File: src/sv/wast_pkg.sv
`timescale 1ns / 1ps
package wast_pkg;

    // table geometry
    localparam int MAX_ENTRIES_DEF = 8;
    localparam int NUM_ALLOWED     = 4;
    localparam int ADDR_W          = 64;
    localparam int CMD_W           = 2;
    localparam int CFG_IDX_W       = 2;

    // command codes (code 3 acts as a query)
    localparam logic [CMD_W-1:0] CMD_ADD    = 2'd0;
    localparam logic [CMD_W-1:0] CMD_REMOVE = 2'd1;
    localparam logic [CMD_W-1:0] CMD_QUERY  = 2'd2;

    // result status codes
    localparam logic [1:0] ST_OK          = 2'd0;
    localparam logic [1:0] ST_NOT_ALLOWED = 2'd1;
    localparam logic [1:0] ST_NOT_FOUND   = 2'd2;
    localparam logic [1:0] ST_FULL        = 2'd3;

    // identity index when no allowed register matches
    localparam logic [2:0] NO_IDENTITY = 3'd4;

    // allowed-address register indexes
    localparam logic [CFG_IDX_W-1:0] REG_ALLOWED_0 = 2'd0;
    localparam logic [CFG_IDX_W-1:0] REG_ALLOWED_1 = 2'd1;
    localparam logic [CFG_IDX_W-1:0] REG_ALLOWED_2 = 2'd2;
    localparam logic [CFG_IDX_W-1:0] REG_ALLOWED_3 = 2'd3;

    // allowed-address reset values
    localparam logic [ADDR_W-1:0] ALLOWED_RESET [NUM_ALLOWED] = '{
        64'h0013_A200_407A_866B,
        64'h0013_A200_407A_8640,
        64'h0013_A200_407A_8676,
        64'h0013_A200_40AE_5BE4
    };

    // sequencer states
    typedef enum logic [4:0] {
        S_IDLE  = 5'b00001,
        S_IDENT = 5'b00010,
        S_SRCH  = 5'b00100,
        S_SHIFT = 5'b01000,
        S_FIN   = 5'b10000
    } state_t;

endpackage

File: src/sv/wast_if.sv
`timescale 1ns / 1ps

// request channel: command and address
interface wast_req_if
    import wast_pkg::*;
();
    logic              valid;
    logic              ready;
    logic [CMD_W-1:0]  cmd;
    logic [ADDR_W-1:0] address;

    modport source (output valid, output cmd, output address, input ready);
    modport sink   (input valid, input cmd, input address, output ready);
endinterface

// response channel: one result per request
interface wast_rsp_if;
    logic       valid;
    logic       ready;
    logic [1:0] status;
    logic       present;
    logic [2:0] identity_index;
    logic [3:0] entry_count;

    modport source (output valid, output status, output present,
                    output identity_index, output entry_count, input ready);
    modport sink   (input valid, input status, input present,
                    input identity_index, input entry_count, output ready);
endinterface

File: src/sv/wast_ram.sv
`timescale 1ns / 1ps
module wast_ram
    import wast_pkg::*;
#(
    parameter int DEPTH = MAX_ENTRIES_DEF,
    parameter int AW    = (DEPTH > 1) ? $clog2(DEPTH) : 1
)
(
    input  logic              clk,
    input  logic              we,
    input  logic [AW-1:0]     waddr,
    input  logic [ADDR_W-1:0] wdata,
    input  logic [AW-1:0]     raddr,
    output logic [ADDR_W-1:0] rdata
);

    logic [ADDR_W-1:0] mem [DEPTH];

    // write port
    always_ff @(posedge clk)
    begin
        if (we)
        begin
            mem[waddr] <= wdata;
        end
    end

    // registered read port
    always_ff @(posedge clk)
    begin
        rdata <= mem[raddr];
    end

endmodule

File: src/sv/whitelisted_address_set_table.sv
`timescale 1ns / 1ps
// whitelisted address set table
// keeps a packed set of up to MAX_ENTRIES 64-bit addresses in a small ram.
// req channel (valid/ready): cmd (add, remove, query) and address.
// rsp channel (valid/ready): status, present, identity_index, entry_count.
// cfg port: cfg_we, cfg_index, cfg_data write the four allowed-address
// registers; write only while no request is in flight.
// one request at a time: a single 64-bit comparator is shared by the
// allowed-register check and the entry scan (the ram read pipelined one
// ahead), followed by a finish state.
// a remove that finds its entry before the last slot runs a shift pass
// that moves every later entry down one slot before the finish state.
// req.ready and rsp valid rise together when the finish state is left,
// so the next request can be accepted while the result is still waiting.
// req.ready is high only while the sequencer is idle; a finished result
// sits in the output register, and a stalled receiver holds the next
// result in the finish state until the register frees.
// reset clears the count, the output valid bit and the sequencer and
// loads the allowed registers with their defaults; ram content is not
// cleared and only slots below count are ever compared or moved.
module whitelisted_address_set_table
    import wast_pkg::*;
#(
    parameter int MAX_ENTRIES = MAX_ENTRIES_DEF
)
(
    input  logic                 clk,
    input  logic                 rst_n,
    wast_req_if.sink             req,
    wast_rsp_if.source           rsp,
    input  logic                 cfg_we,
    input  logic [CFG_IDX_W-1:0] cfg_index,
    input  logic [ADDR_W-1:0]    cfg_data
);

    localparam int IDX_W = (MAX_ENTRIES > 1) ? $clog2(MAX_ENTRIES) : 1;
    localparam int CNT_W = $clog2(MAX_ENTRIES + 1);
    localparam logic [CNT_W-1:0] CNT_MAX = CNT_W'(MAX_ENTRIES);

    state_t            state_reg, state_next;
    logic [ADDR_W-1:0] allowed_reg [NUM_ALLOWED];
    logic [CNT_W-1:0]  count_reg, count_next;
    logic [CMD_W-1:0]  cmd_reg, cmd_next;
    logic [ADDR_W-1:0] addr_reg, addr_next;
    logic [1:0]        id_cnt_reg, id_cnt_next;
    logic [2:0]        ident_reg, ident_next;
    logic [IDX_W-1:0]  k_reg, k_next;
    logic              found_reg, found_next;

    logic              out_valid_reg, out_valid_next;
    logic [1:0]        out_status_reg, out_status_next;
    logic              out_present_reg, out_present_next;
    logic [2:0]        out_ident_reg, out_ident_next;
    logic [3:0]        out_count_reg, out_count_next;

    logic              ram_we;
    logic [IDX_W-1:0]  ram_waddr;
    logic [ADDR_W-1:0] ram_wdata;
    logic [IDX_W-1:0]  ram_raddr;
    logic [ADDR_W-1:0] ram_rdata;

    logic [ADDR_W-1:0] cmp_b;
    logic              cmp_eq;
    logic [CNT_W-1:0]  k_ext, k_inc, k_inc2;
    logic [CNT_W+3:0]  count_wide;
    logic              req_fire, fin_go;

    // entry storage
    wast_ram #(
        .DEPTH (MAX_ENTRIES),
        .AW    (IDX_W)
    ) u_ram (
        .clk   (clk),
        .we    (ram_we),
        .waddr (ram_waddr),
        .wdata (ram_wdata),
        .raddr (ram_raddr),
        .rdata (ram_rdata)
    );

    // allowed-address registers
    always_ff @(posedge clk or negedge rst_n)
    begin
        if (!rst_n)
        begin
            for (int i = 0; i < NUM_ALLOWED; i++)
            begin
                allowed_reg[i] <= ALLOWED_RESET[i];
            end
        end
        else if (cfg_we)
        begin
            unique case (cfg_index)
                REG_ALLOWED_0: allowed_reg[0] <= cfg_data;
                REG_ALLOWED_1: allowed_reg[1] <= cfg_data;
                REG_ALLOWED_2: allowed_reg[2] <= cfg_data;
                REG_ALLOWED_3: allowed_reg[3] <= cfg_data;
                default:       allowed_reg[0] <= allowed_reg[0];
            endcase
        end
    end

    // shared comparator: allowed register during ident, ram data otherwise
    assign cmp_b  = (state_reg == S_IDENT) ? allowed_reg[id_cnt_reg] : ram_rdata;
    assign cmp_eq = (addr_reg == cmp_b);

    assign k_ext  = CNT_W'(k_reg);
    assign k_inc  = k_ext + CNT_W'(1);
    assign k_inc2 = k_ext + CNT_W'(2);

    assign req_fire  = req.valid && req.ready;
    assign req.ready = (state_reg == S_IDLE);
    assign fin_go    = (state_reg == S_FIN) && (!out_valid_reg || rsp.ready);

    // sequencer
    always_comb
    begin
        state_next       = state_reg;
        count_next       = count_reg;
        cmd_next         = cmd_reg;
        addr_next        = addr_reg;
        id_cnt_next      = id_cnt_reg;
        ident_next       = ident_reg;
        k_next           = k_reg;
        found_next       = found_reg;
        out_valid_next   = out_valid_reg && !rsp.ready;
        out_status_next  = out_status_reg;
        out_present_next = out_present_reg;
        out_ident_next   = out_ident_reg;
        out_count_next   = out_count_reg;
        ram_we           = 1'b0;
        ram_waddr        = k_reg;
        ram_wdata        = ram_rdata;
        ram_raddr        = '0;
        count_wide       = '0;

        unique case (state_reg)
            S_IDLE:
            begin
                if (req_fire)
                begin
                    cmd_next    = req.cmd;
                    addr_next   = req.address;
                    id_cnt_next = '0;
                    ident_next  = NO_IDENTITY;
                    found_next  = 1'b0;
                    k_next      = '0;
                    state_next  = S_IDENT;
                end
            end

            // one allowed register per cycle, lowest index wins
            S_IDENT:
            begin
                if (cmp_eq && (ident_reg == NO_IDENTITY))
                begin
                    ident_next = {1'b0, id_cnt_reg};
                end
                id_cnt_next = id_cnt_reg + 2'd1;
                if (id_cnt_reg == 2'(NUM_ALLOWED - 1))
                begin
                    state_next = (count_reg == '0) ? S_FIN : S_SRCH;
                end
            end

            // scan slot k, next slot read already issued
            S_SRCH:
            begin
                ram_raddr = (k_inc < CNT_MAX) ? k_inc[IDX_W-1:0] : '0;
                if (cmp_eq)
                begin
                    found_next = 1'b1;
                    if ((cmd_reg == CMD_REMOVE) && (k_inc != count_reg))
                    begin
                        state_next = S_SHIFT;
                    end
                    else
                    begin
                        state_next = S_FIN;
                    end
                end
                else if (k_inc == count_reg)
                begin
                    state_next = S_FIN;
                end
                else
                begin
                    k_next = k_inc[IDX_W-1:0];
                end
            end

            // move slot k+1 down to slot k
            S_SHIFT:
            begin
                ram_raddr = (k_inc2 < CNT_MAX) ? k_inc2[IDX_W-1:0] : '0;
                ram_we    = 1'b1;
                ram_waddr = k_reg;
                ram_wdata = ram_rdata;
                if (k_inc2 == count_reg)
                begin
                    state_next = S_FIN;
                end
                else
                begin
                    k_next = k_inc[IDX_W-1:0];
                end
            end

            // settle the result and update the table
            S_FIN:
            begin
                if (fin_go)
                begin
                    out_ident_next = ident_reg;
                    if (cmd_reg == CMD_ADD)
                    begin
                        if (ident_reg == NO_IDENTITY)
                        begin
                            out_status_next  = ST_NOT_ALLOWED;
                            out_present_next = found_reg;
                        end
                        else if (found_reg)
                        begin
                            out_status_next  = ST_OK;
                            out_present_next = 1'b1;
                        end
                        else if (count_reg >= CNT_MAX)
                        begin
                            out_status_next  = ST_FULL;
                            out_present_next = 1'b0;
                        end
                        else
                        begin
                            ram_we           = 1'b1;
                            ram_waddr        = count_reg[IDX_W-1:0];
                            ram_wdata        = addr_reg;
                            count_next       = count_reg + CNT_W'(1);
                            out_status_next  = ST_OK;
                            out_present_next = 1'b1;
                        end
                    end
                    else if (cmd_reg == CMD_REMOVE)
                    begin
                        // entries are unique, so a removed address is gone
                        out_present_next = 1'b0;
                        if (found_reg)
                        begin
                            count_next      = count_reg - CNT_W'(1);
                            out_status_next = ST_OK;
                        end
                        else
                        begin
                            out_status_next = ST_NOT_FOUND;
                        end
                    end
                    else
                    begin
                        out_status_next  = found_reg ? ST_OK : ST_NOT_FOUND;
                        out_present_next = found_reg;
                    end
                    count_wide     = {4'b0, count_next};
                    out_count_next = count_wide[3:0];
                    out_valid_next = 1'b1;
                    state_next     = S_IDLE;
                end
            end

            default:
            begin
                state_next = S_IDLE;
            end
        endcase
    end

    // control registers
    always_ff @(posedge clk or negedge rst_n)
    begin
        if (!rst_n)
        begin
            state_reg     <= S_IDLE;
            count_reg     <= '0;
            out_valid_reg <= 1'b0;
        end
        else
        begin
            state_reg     <= state_next;
            count_reg     <= count_next;
            out_valid_reg <= out_valid_next;
        end
    end

    // working and result payload
    always_ff @(posedge clk)
    begin
        cmd_reg         <= cmd_next;
        addr_reg        <= addr_next;
        id_cnt_reg      <= id_cnt_next;
        ident_reg       <= ident_next;
        k_reg           <= k_next;
        found_reg       <= found_next;
        out_status_reg  <= out_status_next;
        out_present_reg <= out_present_next;
        out_ident_reg   <= out_ident_next;
        out_count_reg   <= out_count_next;
    end

    assign rsp.valid          = out_valid_reg;
    assign rsp.status         = out_status_reg;
    assign rsp.present        = out_present_reg;
    assign rsp.identity_index = out_ident_reg;
    assign rsp.entry_count    = out_count_reg;

`ifndef NO_ASSERTIONS
    // the table never holds more than its capacity
    a_count_range: assert property (@(posedge clk) disable iff (!rst_n)
        count_reg <= CNT_MAX)
        else $error("entry count above capacity");

    // an accepted request starts the allowed-register check
    a_accept_ident: assert property (@(posedge clk) disable iff (!rst_n)
        req_fire |=> (state_reg == S_IDENT))
        else $error("request not followed by ident check");

    // the shift pass only runs for a remove that found its entry
    a_shift_remove: assert property (@(posedge clk) disable iff (!rst_n)
        (state_reg == S_SHIFT) |-> ((cmd_reg == CMD_REMOVE) && found_reg))
        else $error("shift pass without a matching remove");

    // a full status is only reported on a full table
    a_full_status: assert property (@(posedge clk) disable iff (!rst_n)
        (fin_go && (out_status_next == ST_FULL)) |=> (count_reg == CNT_MAX))
        else $error("table full reported below capacity");
`endif

endmodule

File: src/flat_wrapper.sv
// flat-port wrapper written by rule: the top's interface ports become plain ports
module whitelisted_address_set_table_flat import wast_pkg::*;
#(
    parameter int MAX_ENTRIES = MAX_ENTRIES_DEF
)
  (clk, rst_n, cfg_we, cfg_index, cfg_data, req_valid, req_cmd, req_address, req_ready, rsp_valid, rsp_status, rsp_present, rsp_identity_index, rsp_entry_count, rsp_ready);
  wast_req_if req_i ();
  wast_rsp_if rsp_i ();
  input  logic clk;
  input  logic rst_n;
  input  logic cfg_we;
  input  logic [CFG_IDX_W-1:0] cfg_index;
  input  logic [ADDR_W-1:0] cfg_data;
  input wire logic [$bits(req_i.valid)-1:0] req_valid;
  input wire logic [$bits(req_i.cmd)-1:0] req_cmd;
  input wire logic [$bits(req_i.address)-1:0] req_address;
  output wire logic [$bits(req_i.ready)-1:0] req_ready;
  output wire logic [$bits(rsp_i.valid)-1:0] rsp_valid;
  output wire logic [$bits(rsp_i.status)-1:0] rsp_status;
  output wire logic [$bits(rsp_i.present)-1:0] rsp_present;
  output wire logic [$bits(rsp_i.identity_index)-1:0] rsp_identity_index;
  output wire logic [$bits(rsp_i.entry_count)-1:0] rsp_entry_count;
  input wire logic [$bits(rsp_i.ready)-1:0] rsp_ready;
  assign req_i.valid = req_valid;
  assign req_i.cmd = req_cmd;
  assign req_i.address = req_address;
  assign req_ready = req_i.ready;
  assign rsp_valid = rsp_i.valid;
  assign rsp_status = rsp_i.status;
  assign rsp_present = rsp_i.present;
  assign rsp_identity_index = rsp_i.identity_index;
  assign rsp_entry_count = rsp_i.entry_count;
  assign rsp_i.ready = rsp_ready;
  whitelisted_address_set_table #(.MAX_ENTRIES(MAX_ENTRIES)) u_core (.clk(clk), .rst_n(rst_n), .req(req_i), .rsp(rsp_i), .cfg_we(cfg_we), .cfg_index(cfg_index), .cfg_data(cfg_data));
endmodule
File: config.mk
export PLATFORM = sky130hd
export DESIGN_NAME = whitelisted_address_set_table_flat
export DESIGN_NICKNAME = d
export VERILOG_FILES = /design/src/sv/wast_pkg.sv /design/src/sv/wast_if.sv /design/src/sv/wast_ram.sv /design/src/sv/whitelisted_address_set_table.sv /design/src/flat_wrapper.sv
export SDC_FILE = /design/constraint.sdc
export NUM_CORES = 1
export LEC_CHECK = 0
export ABC_AREA = 1
export BUFFER_PORTS_ARGS = -buffer_cell sky130_fd_sc_hd__buf_2
export CORE_MARGIN = 4
export CORE_UTILIZATION = 50
export CTS_BUF_LIST = sky130_fd_sc_hd__clkbuf_4 sky130_fd_sc_hd__clkbuf_8 sky130_fd_sc_hd__clkbuf_16
export DETAILED_ROUTE_END_ITERATION = 16
export GPL_TIMING_DRIVEN = 0
export PLACE_DENSITY_LB_ADDON = 0.1
export SLEW_MARGIN = 20
export SYNTH_ARGS = -nofsm -noshare
export SYNTH_HDL_FRONTEND = slang
export SYNTH_SLANG_ARGS = --single-unit
File: constraint.sdc
create_clock -name clk -period 13.6 [get_ports clk]
set_input_delay 0.68 -clock clk [delete_from_list [all_inputs] [get_ports clk]]
set_output_delay 0.68 -clock clk [all_outputs]
set_load 0.05 [all_outputs]
==> results of run 1 <==
[metal layers]
layer / up-vias / GRT usage [%] / share of wire, %
met3: 234 / 5.42 / 8.1
met5: - / 0 / 0
li1: 13600 / - / -
met2: 1209 / 44.5 / 45
met1: 14300 / 40.0 / 42
met4: 0 / 12.0 / 4.6
[per-stage QoR]
stage                     total power [mW]  cell area [µm²]
after detailed placement              5.68            41700
final                                 8.49            45100
after global routing                  8.86            45100
after CTS                             8.48            45100
after global placement                5.64            40900
after floorplan                       4.85            38900
[worst max-delay path, cell delays in order (launching register included)]
cell	delay (ps)
sky130_fd_sc_hd__dfrtp_1	450
sky130_fd_sc_hd__nor2_4	190
sky130_fd_sc_hd__nand3_1	210
sky130_fd_sc_hd__a21oi_2	670
sky130_fd_sc_hd__nand2_1	370
sky130_fd_sc_hd__clkbuf_1	380
sky130_fd_sc_hd__nand2_1	170
sky130_fd_sc_hd__nand2_1	250
sky130_fd_sc_hd__nor2_4	620
sky130_fd_sc_hd__buf_16	240
sky130_fd_sc_hd__buf_16	180
[final cells by class]
class	instances	area share, %
Tap cell	1040	2.88
Multi-Input combinational cell	2493	24.8
Buffer	228	2.23
Clock inverter	52	1.43
Clock buffer	131	6.14
Timing Repair Buffer	178	3.23
Sequential cell	927	57.5
Inverter	211	1.75
[logic make-up (layout without fill, tap and decap cells)]
logic type,Yosys count,in the layout,synth area share [%]
adder cells (fa/ha/maj),5,5,0.161
XOR/XNOR,9,9,0.203
AO/OA/AOI/OAI,804,804,11.1
AND/OR/NAND/NOR,1675,1675,17.2
flip-flops,927,927,66.7
buffers and inverters,439,800,4.62
[layout by cell type (no fill, tap or decap), drive strengths merged, types with 7 or more instances in the layout]
| cell type | Yosys | layout |
|---|---|---|
| clkinvlp | 0 | 7 |
| o21ai | 654 | 654 |
| nor3 | 7 | 7 |
| buf | 98 | 276 |
| a31oi | 65 | 65 |
| clkbuf | 130 | 261 |
| dfstp | 78 | 78 |
| o21bai | 64 | 64 |
| edfxtp | 597 | 597 |
| nand3 | 224 | 224 |
| nor2 | 457 | 457 |
| dfrtp | 188 | 188 |
| bufinv | 0 | 13 |
| dfxtp | 64 | 64 |
| clkinv | 0 | 28 |
| a21oi | 10 | 10 |
| nand2 | 975 | 975 |
| inv | 211 | 215 |
[Yosys cell counts (2+ instances only)]
master,n,area share [%]
sky130_fd_sc_hd__dfrtp_1,188,12
sky130_fd_sc_hd__clkbuf_1,130,1.3
sky130_fd_sc_hd__buf_4,14,0.27
sky130_fd_sc_hd__nand2_2,4,0.064
sky130_fd_sc_hd__nand4_1,3,0.048
sky130_fd_sc_hd__inv_2,4,0.039
sky130_fd_sc_hd__ha_1,5,0.16
sky130_fd_sc_hd__nor2_2,2,0.032
sky130_fd_sc_hd__o211ai_1,4,0.077
sky130_fd_sc_hd__a21oi_2,2,0.045
sky130_fd_sc_hd__nand3_1,224,2.9
sky130_fd_sc_hd__dfxtp_1,64,3.3
sky130_fd_sc_hd__buf_1,10,0.096
sky130_fd_sc_hd__nor3_1,7,0.090
sky130_fd_sc_hd__nand2_1,970,9.4
sky130_fd_sc_hd__dfstp_2,78,5.3
sky130_fd_sc_hd__buf_2,73,0.94
sky130_fd_sc_hd__o21ai_1,68,0.87
sky130_fd_sc_hd__a21oi_1,8,0.10
sky130_fd_sc_hd__o21bai_1,64,1.2
sky130_fd_sc_hd__edfxtp_1,597,46
sky130_fd_sc_hd__inv_1,207,2.0
sky130_fd_sc_hd__a31oi_1,65,1.0
sky130_fd_sc_hd__or2_2,5,0.080
sky130_fd_sc_hd__xnor2_1,4,0.090
sky130_fd_sc_hd__o21ai_0,586,7.5
sky130_fd_sc_hd__nor2_1,453,4.4
sky130_fd_sc_hd__xor2_1,5,0.11
[worst min-delay path by stage]
stage / to / slack [ps]
floorplan: u_core.allowed_reg[0]$_DFFE_PN0P_ / 380
global placement: u_core.rsp.identity_index[1]$_DFFE_PP_ / 440
detailed placement: u_core.rsp.identity_index[2]$_DFFE_PP_ / 440
CTS: u_core.allowed_reg[245]$_DFFE_PN0P_ / 20
global route: u_core.allowed_reg[107]$_DFFE_PN0P_ / 50
finish: u_core.allowed_reg[246]$_DFFE_PN0P_ / 20
[report_power, final]
group	internal [mW]	switching [mW]	leakage (nW)
logic	0.547	1.50	7.39
registers	3.46	0.181	9.10
clock network	1.68	1.12	1.69
total	5.69	2.80	18.2
==> impl_results.rst, run 1 <==
.. list-table::
   :header-rows: 1

   * - Metric
     - Value
   * - Run status
     - complete, no violations
   * - Antenna violations before repair
     - 0
   * - Number of distinct library cells after synthesis
     - 43
   * - Gr ovfl total
     - 0
   * - CTS tree
     - done
   * - Post_cts resized
     - 0
   * - R2R Path Start
     - u_core.state_reg[3]$_DFFE_PN0P_
   * - Height of the chip
     - between 200 and 300 µm
   * - Period Utilization, post-route
     - 29.9%
   * - Vias in the first global route
     - around 28000
   * - Rows
     - between 100 and 150
   * - Area taken by multi-input logic gates
     - 11200 µm²
   * - RR Endpoint
     - u_core.u_ram.mem[1][41]$_DFFE_PP_
   * - Final core occ
     - about three fifths
   * - Total vias in the final route
     - 29300
   * - Antenna Nets Post-Route
     - 0
   * - Number of synthesized register bits
     - slightly above 900
   * - Final Worst Setup Slack
     - 9530 ps
   * - Required time of the worst setup path
     - 13950 ps
   * - Peak supply drop
     - 0.116 mV
   * - Register area
     - between 20000 and 30000 µm²
   * - Max reg flops
     - 512
   * - Power density cells
     - 188 nW/µm²
   * - Post-CTS Hold Fix Bufs
     - 0
   * - Root cell of the clock tree
     - sky130_fd_sc_hd__clkbuf_16
   * - Setup crit end
     - u_core.u_ram.mem[1][41]$_DFFE_PP_
   * - Worst rel slew slack
     - around 27%
   * - Number of buffers created by CTS
     - 97
   * - Fraction of layout cells with a size suffix above 1
     - 13.1%
   * - Diodes inserted
     - 0
   * - Worst hold path class
     - primary input to asynchronous set/reset pin
   * - Most used flip-flop cell after synthesis
     - sky130_fd_sc_hd__edfxtp_1
   * - Share of synthesized area occupied by flip-flops and latches
     - 66.7%
   * - Arrival @ worst endpoint
     - about 4400 ps
   * - First-pass GRT wire length
     - 175 mm
   * - Type of element launching the critical path
     - flip-flop
   * - Hold Fails Final Rpt
     - 0
   * - Number of instances in the synthesized netlist
     - between 3000 and 4000
   * - Cell Area, Synth
     - between 30000 and 40000 µm²
   * - Growth of design area from synthesis to finish
     - 16.0%
   * - DRC errors left
     - 0
   * - Layout filler cell count
     - 6667
   * - Number of enable-type register cells in the synthesized netlist
     - 597
   * - CTS clock-pin slew for the worst setup and hold paths
     - 60 ps
   * - Max-Cap Viols
     - 0
   * - Worst hold margin
     - 19.6 ps
   * - Width of the die
     - about 290 µm
   * - Post-Synthesis Mean Instance Area
     - 10.1 µm²
   * - Largest driver fanout on the critical path
     - 19
   * - Actual transition at the worst max-transition pin
     - 1100 ps
   * - Setup-failing EPs final
     - 0
   * - Net count reported at finish
     - 4278
   * - Final TNS setup
     - 0 ps
   * - Initial Utilization
     - 50.3%
   * - Upper clock frequency limit
     - 0.246 GHz
   * - Worst Reg-to-Reg Cells
     - 10
   * - DRC marker count from the first detailed-route iteration
     - 3243
   * - RSZ-0062 raised after global routing
     - false
   * - Total of buffers placed on input and output ports
     - 148
   * - Post-CTS setup buffers
     - 0
   * - Clock period minus worst slack
     - 4070 ps
   * - Routed wire length
     - 119 mm
   * - TritonCTS Sinks
     - 927
   * - Clock latency of the later-clocked register in the worst-skew pair
     - roughly 670 ps
   * - Post-Place Setup Slack
     - 9530 ps
   * - Length of the first detailed-routing pass in iterations
     - 6
   * - Largest clock skew in the final design
     - 20.5 ps
   * - Critical path type
     - flip-flop to flip-flop
   * - Level count of the clock H-tree
     - 3
   * - Total instance count after detailed placement
     - 5077
   * - Area of the core
     - 77300 µm²
   * - Kind of end point of the critical path
     - flip-flop
   * - Pins Over Slew Limit
     - 0
   * - Syn nets
     - 4001
   * - Pin count of the biggest net entering global routing
     - 97
   * - Wire per inst
     - 22.6 µm
   * - Number of vias per cell after detailed routing
     - 5.57
   * - Final GP Congestion
     - 0.866
   * - Leakage power summed over all cells
     - 18.2 nW
   * - Post-detailed-placement half-perimeter wirelength
     - 80.4 mm
   * - Yosys warnings
     - 0
   * - Die footprint
     - about 82000 µm²
   * - Bufs on Longest Clock Path
     - 3
   * - Top-level port count
     - 149
   * - Setup slack, reg-to-reg
     - 9530 ps
   * - Global-route usage over all layers
     - 28.7%
   * - Critical Path Source
     - u_core.state_reg[3]$_DFFE_PN0P_
   * - Fraction of synthesis flops using an asynchronous set or reset pin
     - 28.7%
   * - Non-filler cells in the finished layout
     - 5260
(Power assumes the default switching activity.)
==> run 2, diff against run 1 <==
Settings changed: ABC_AREA 1 to 0.
Clock period 13.6 ns to 3.6 ns, I/O delays scaled along.
==> run 2 against run 1 <==
Global-route usage shrank 1.6 points. Register-to-register slack lost 9500 ps. Critical path depth grew 1. Clock power grew to 3.5 times the previous value. Sequential power grew to 3.8 times the previous value. Die area shrank 2.2%. Final area grew 1.2%. Via count shrank 15%. Clock skew shrank 4.0 ps. Count of clock-buffer cells in the layout grew 3. Combinational power grew to 3.2 times the previous value. Largest power group unchanged. Highest routed layer unchanged.
==> impl_results.rst, run 2 <==
.. list-table::
   :header-rows: 1

   * - Metric
     - Value
   * - Pins Over Slew Limit
     - 0 (unchanged)
   * - Yosys top cell area share
     - 47.2% (+1.1 points)
   * - Actual transition at the worst max-transition pin
     - 1060 ps (-40.1 ps)
   * - Most frequent standard cell in the layout excluding fill and tap cells
     - sky130_fd_sc_hd__nand2_1
   * - Routed wire length
     - 110 mm (-7.8%)
   * - Setup-failing EPs final
     - 0 (unchanged)
   * - Final Worst Setup Slack
     - 68.2 ps (-9460 ps)
   * - CTS tree
     - done
   * - Length of the first detailed-routing pass in iterations
     - 6 (unchanged)
   * - Number of enable-type register cells in the synthesized netlist
     - 597 (unchanged)
   * - Max incr delay on CP
     - 440 ps (-230 ps)
   * - Die footprint
     - 80500 µm² (-2.2%)
   * - Vias in the first global route
     - 25500 (-8.5%)
   * - Critical Path Stages
     - 11 (+1)
   * - Leakage power summed over all cells
     - 17.2 nW (-5.4%)
   * - R2R Path Start
     - u_core.id_cnt_reg[1]$_SDFFCE_PP0P_
   * - Largest clock skew in the final design
     - 16.4 ps (-4.04 ps)
   * - Most utilized layer in the global route result
     - met2
   * - Yosys warnings
     - 0 (unchanged)
   * - CTS clock-pin slew for the worst setup and hold paths
     - 60 ps (about the same)
   * - Library cell with the highest instance count after synthesis
     - sky130_fd_sc_hd__nand2_1
   * - Number of buffers created by CTS
     - 93 (-4.1%)
   * - Worst Reg-to-Reg Cells
     - 11 (+1)
   * - Root cell of the clock tree
     - sky130_fd_sc_hd__clkbuf_16
   * - Setup crit end
     - u_core.ident_reg[0]$_SDFFCE_PP0P_
   * - Power density cells
     - 665 nW/µm² (+250%)
   * - Largest driver fanout on the critical path
     - 10 (-9)
   * - Wire per inst
     - 25.2 µm (+11%)
   * - Share of synthesized area occupied by flip-flops and latches
     - 68.3% (+1.6 points)
   * - Syn nets
     - 3028 (-24%)
   * - Setup slack, reg-to-reg
     - 70 ps (-9460 ps)
   * - Most frequent cells in the layout
     - sky130_fd_sc_hd__nand2_1, sky130_fd_sc_hd__edfxtp_1, sky130_fd_sc_hd__nand3_1
   * - Max reg flops
     - 512 (unchanged)
   * - RR Endpoint
     - u_core.ident_reg[0]$_SDFFCE_PP0P_
   * - Width of the die
     - 284 µm (-1.1%)
   * - Total vias in the final route
     - 25000 (-15%)
   * - Fraction of layout cells with a size suffix above 1
     - 23.9% (+11 points)
   * - Antenna Nets Post-Route
     - 0 (unchanged)
   * - Most used flip-flop cell after synthesis
     - sky130_fd_sc_hd__edfxtp_1
   * - TritonCTS Sinks
     - 927 (unchanged)
   * - DRC errors left
     - 0 (unchanged)
   * - Global-route met2 utilization
     - 44.6% (about the same)
   * - Required time of the worst setup path
     - 3930 ps (-10020 ps)
   * - DRC marker count from the first detailed-route iteration
     - 2444 (-25%)
   * - Arrival @ worst endpoint
     - 3860 ps (-570 ps)
   * - Final GP Congestion
     - 0.825 (-4.8%)
   * - Total of buffers placed on input and output ports
     - 148 (unchanged)
   * - Number of synthesized register bits
     - 927 (unchanged)
   * - Fraction of synthesis flops using an asynchronous set or reset pin
     - 28.7% (unchanged)
   * - Upper clock frequency limit
     - 0.283 GHz (+15%)
   * - Area of the core
     - 74900 µm² (-3.1%)
   * - Post-synth top area cell
     - sky130_fd_sc_hd__edfxtp_1
   * - Cell family with most CP delay
     - simple AND/OR/NAND/NOR gates
   * - Max-Cap Viols
     - 0 (unchanged)
   * - Run status
     - complete, no violations
   * - Type of element launching the critical path
     - flip-flop
   * - Kind of end point of the critical path
     - flip-flop
   * - Top-level port count
     - 149 (unchanged)
   * - Hold Fails Final Rpt
     - 0 (unchanged)
   * - Post-Place Setup Slack
     - -1590 ps (-11120 ps)
   * - Max stage delay cell, worst path
     - sky130_fd_sc_hd__nor4_4
   * - Worst hold path class
     - primary input to asynchronous set/reset pin
   * - Number of vias per cell after detailed routing
     - 5.73 (+2.8%)
   * - Net count reported at finish
     - 3451 (-19%)
   * - Worst rel slew slack
     - 29.5% (+2.7 points)
   * - Post-detailed-placement half-perimeter wirelength
     - 75.7 mm (-5.8%)
   * - Peak supply drop
     - 0.413 mV (+250%)
   * - Pin count of the biggest net entering global routing
     - 107 (+10%)
   * - Clock latency of the later-clocked register in the worst-skew pair
     - 630 ps (-40 ps)
   * - Most frequent cells after synthesis
     - sky130_fd_sc_hd__nand2_1, sky130_fd_sc_hd__edfxtp_1, sky130_fd_sc_hd__nand3_1, sky130_fd_sc_hd__mux2_2, sky130_fd_sc_hd__dfrtp_1
   * - Number of instances in the synthesized netlist
     - 2886 (-25%)
   * - Period Utilization, post-route
     - 98.1% (+68 points)
   * - Antenna violations before repair
     - 4 (+4)
   * - Met1 routing resource usage after global routing
     - 36.0% (-4.0 points)
   * - Critical path type
     - flip-flop to flip-flop
   * - Final core occ
     - 60.9% (+2.6 points)
   * - Cell Area, Synth
     - 38000 µm² (-2.3%)
   * - Critical Path Source
     - u_core.id_cnt_reg[1]$_SDFFCE_PP0P_
   * - Level count of the clock H-tree
     - 3 (unchanged)
   * - Rows
     - 100 (-2.0%)
   * - Growth of design area from synthesis to finish
     - 20.2%
   * - Bufs on Longest Clock Path
     - 3 (unchanged)
   * - Post-Synthesis Mean Instance Area
     - 13.2 µm² (+31%)
   * - First-pass GRT wire length
     - 162 mm (-7.4%)
   * - Worst path buffer plus inverter count
     - 3 (unchanged)
   * - Dominant cells by area after synthesis
     - sky130_fd_sc_hd__edfxtp_1, sky130_fd_sc_hd__dfrtp_1, sky130_fd_sc_hd__nand2_1
   * - Gr ovfl total
     - 0 (unchanged)
   * - GR met3 Demand/Resource
     - 4.35% (-1.1 points)
   * - Global-route usage over all layers
     - 27.1% (-1.6 points)
   * - Initial Utilization
     - 50.7% (+0.42 points)
   * - Number of distinct library cells after synthesis
     - 52 (+21%)
   * - Clock period minus worst slack
     - 3530 ps (-539 ps)
   * - CP Cell Sequence
     - clkbuf_4 -> clkbuf_4 -> mux4_2 -> xnor2_2 -> nand4_1 -> nor4_4 -> a21oi_1 -> nor4_4 -> buf_4 -> nand3_1 -> nand2_1
   * - Height of the chip
     - 284 µm (-1.1%)
run 2: cell count changes after synthesis, moves of 64 or more:
cell / before / now
sky130_fd_sc_hd__o21ai_0: 586 / 68
sky130_fd_sc_hd__nor2_1: 453 / 22
sky130_fd_sc_hd__mux2_2: 0 / 257
sky130_fd_sc_hd__inv_1: 207 / 14
sky130_fd_sc_hd__nand2_1: 970 / 780
sky130_fd_sc_hd__nand3_1: 224 / 329
sky130_fd_sc_hd__xnor2_1: 4 / 79
sky130_fd_sc_hd__buf_2: 73 / 2
sky130_fd_sc_hd__mux4_2: 0 / 64
sky130_fd_sc_hd__o21bai_1: 64 / 0
run 2: final cells by class:
class | count | area [µm²]
Fill cell | 5662 | 29300
Sequential cell | 927 | 26000
Multi-Input combinational cell | 1782 | 11500
Timing Repair Buffer | 328 | 3020
Clock buffer | 134 | 2810
Tap cell | 969 | 1210
Buffer | 160 | 686
Clock inverter | 38 | 372
Inverter | 17 | 67.6
Antenna cell | 4 | 10.0
run 2: how the worst min path moves through the flow:
stage	endpoint	start	slack (ps)
2_1_floorplan	u_core.allowed_reg[0]$_DFFE_PN0P_	rst_n	-120
3_3_place_gp	u_core.addr_reg[33]$_DFFE_PP_	req_address[33]	360
3_5_place_dp	u_core.allowed_reg[13]$_DFFE_PN0P_	rst_n	290
4_1_cts	u_core.allowed_reg[13]$_DFFE_PN0P_	rst_n	200
5_1_grt	u_core.allowed_reg[13]$_DFFE_PN0P_	rst_n	240
6_report	u_core.allowed_reg[13]$_DFFE_PN0P_	rst_n	170
run 2: through the flow:
| step | power (mW) | area, µm² | TNS [ps] | cells | hold WS, ps |
|---|---|---|---|---|---|
| floorplan | 17.6 | 38100 | -41810 | 2886 | -116 |
| global placement | 20.1 | 40000 | -1606510 | 4003 | 357 |
| detailed placement | 20.3 | 40800 | -363190 | 4035 | 289 |
| CTS | 30.4 | 45600 | 0 | 4354 | 201 |
| global route | 31.5 | 45700 | -18.3 | 4359 | 243 |
| finish | 30.4 | 45700 | 0 | 4359 | 172 |
run 2: logic make-up after synthesis:
kind of cell,after synthesis,synth area share [%]
simple gates,1211,13.6
xor+xnor,129,2.97
flops,927,68.3
fa+ha+maj,5,0.165
buf+inv,177,1.83
compound gates,116,1.73
mux,321,11.4
run 2: routing by layer:
metal	vias up	wire (µm)
met1	12500	43800
met4	0	4740
met3	229	8010
met2	1054	53200
met5	-	0
li1	11100	-
run 2: worst reg2reg max path: stages (launching register included):
cell                       delay (ps)
sky130_fd_sc_hd__edfxtp_1         380
sky130_fd_sc_hd__clkbuf_4         300
sky130_fd_sc_hd__clkbuf_4         370
sky130_fd_sc_hd__mux4_2           390
sky130_fd_sc_hd__xnor2_2          330
sky130_fd_sc_hd__nand4_1          240
sky130_fd_sc_hd__nor4_4           440
sky130_fd_sc_hd__a21oi_1          180
sky130_fd_sc_hd__nor4_4           170
sky130_fd_sc_hd__buf_4            200
sky130_fd_sc_hd__nand3_1           90
sky130_fd_sc_hd__nand2_1          160
run 2: timing repair:
item | in CTS | in global routing
pin swaps | 5 | 1
resized for setup | 35 | 20
endpoints found under the hold margin | 382 | 0
endpoints found under the setup margin | 727 | 42
hold buffers | 133 | 0
buffers inserted | 14 | 1
cloned | 0 | 0
run 2: power by group:
group,leakage (nW),internal [mW],total (mW),switching [mW]
Sequential,8.99,13.0,13.8,0.895
Clock,1.60,5.91,9.94,4.03
Combinational,6.60,2.61,6.60,3.99
Total,17.2,21.5,30.4,8.92
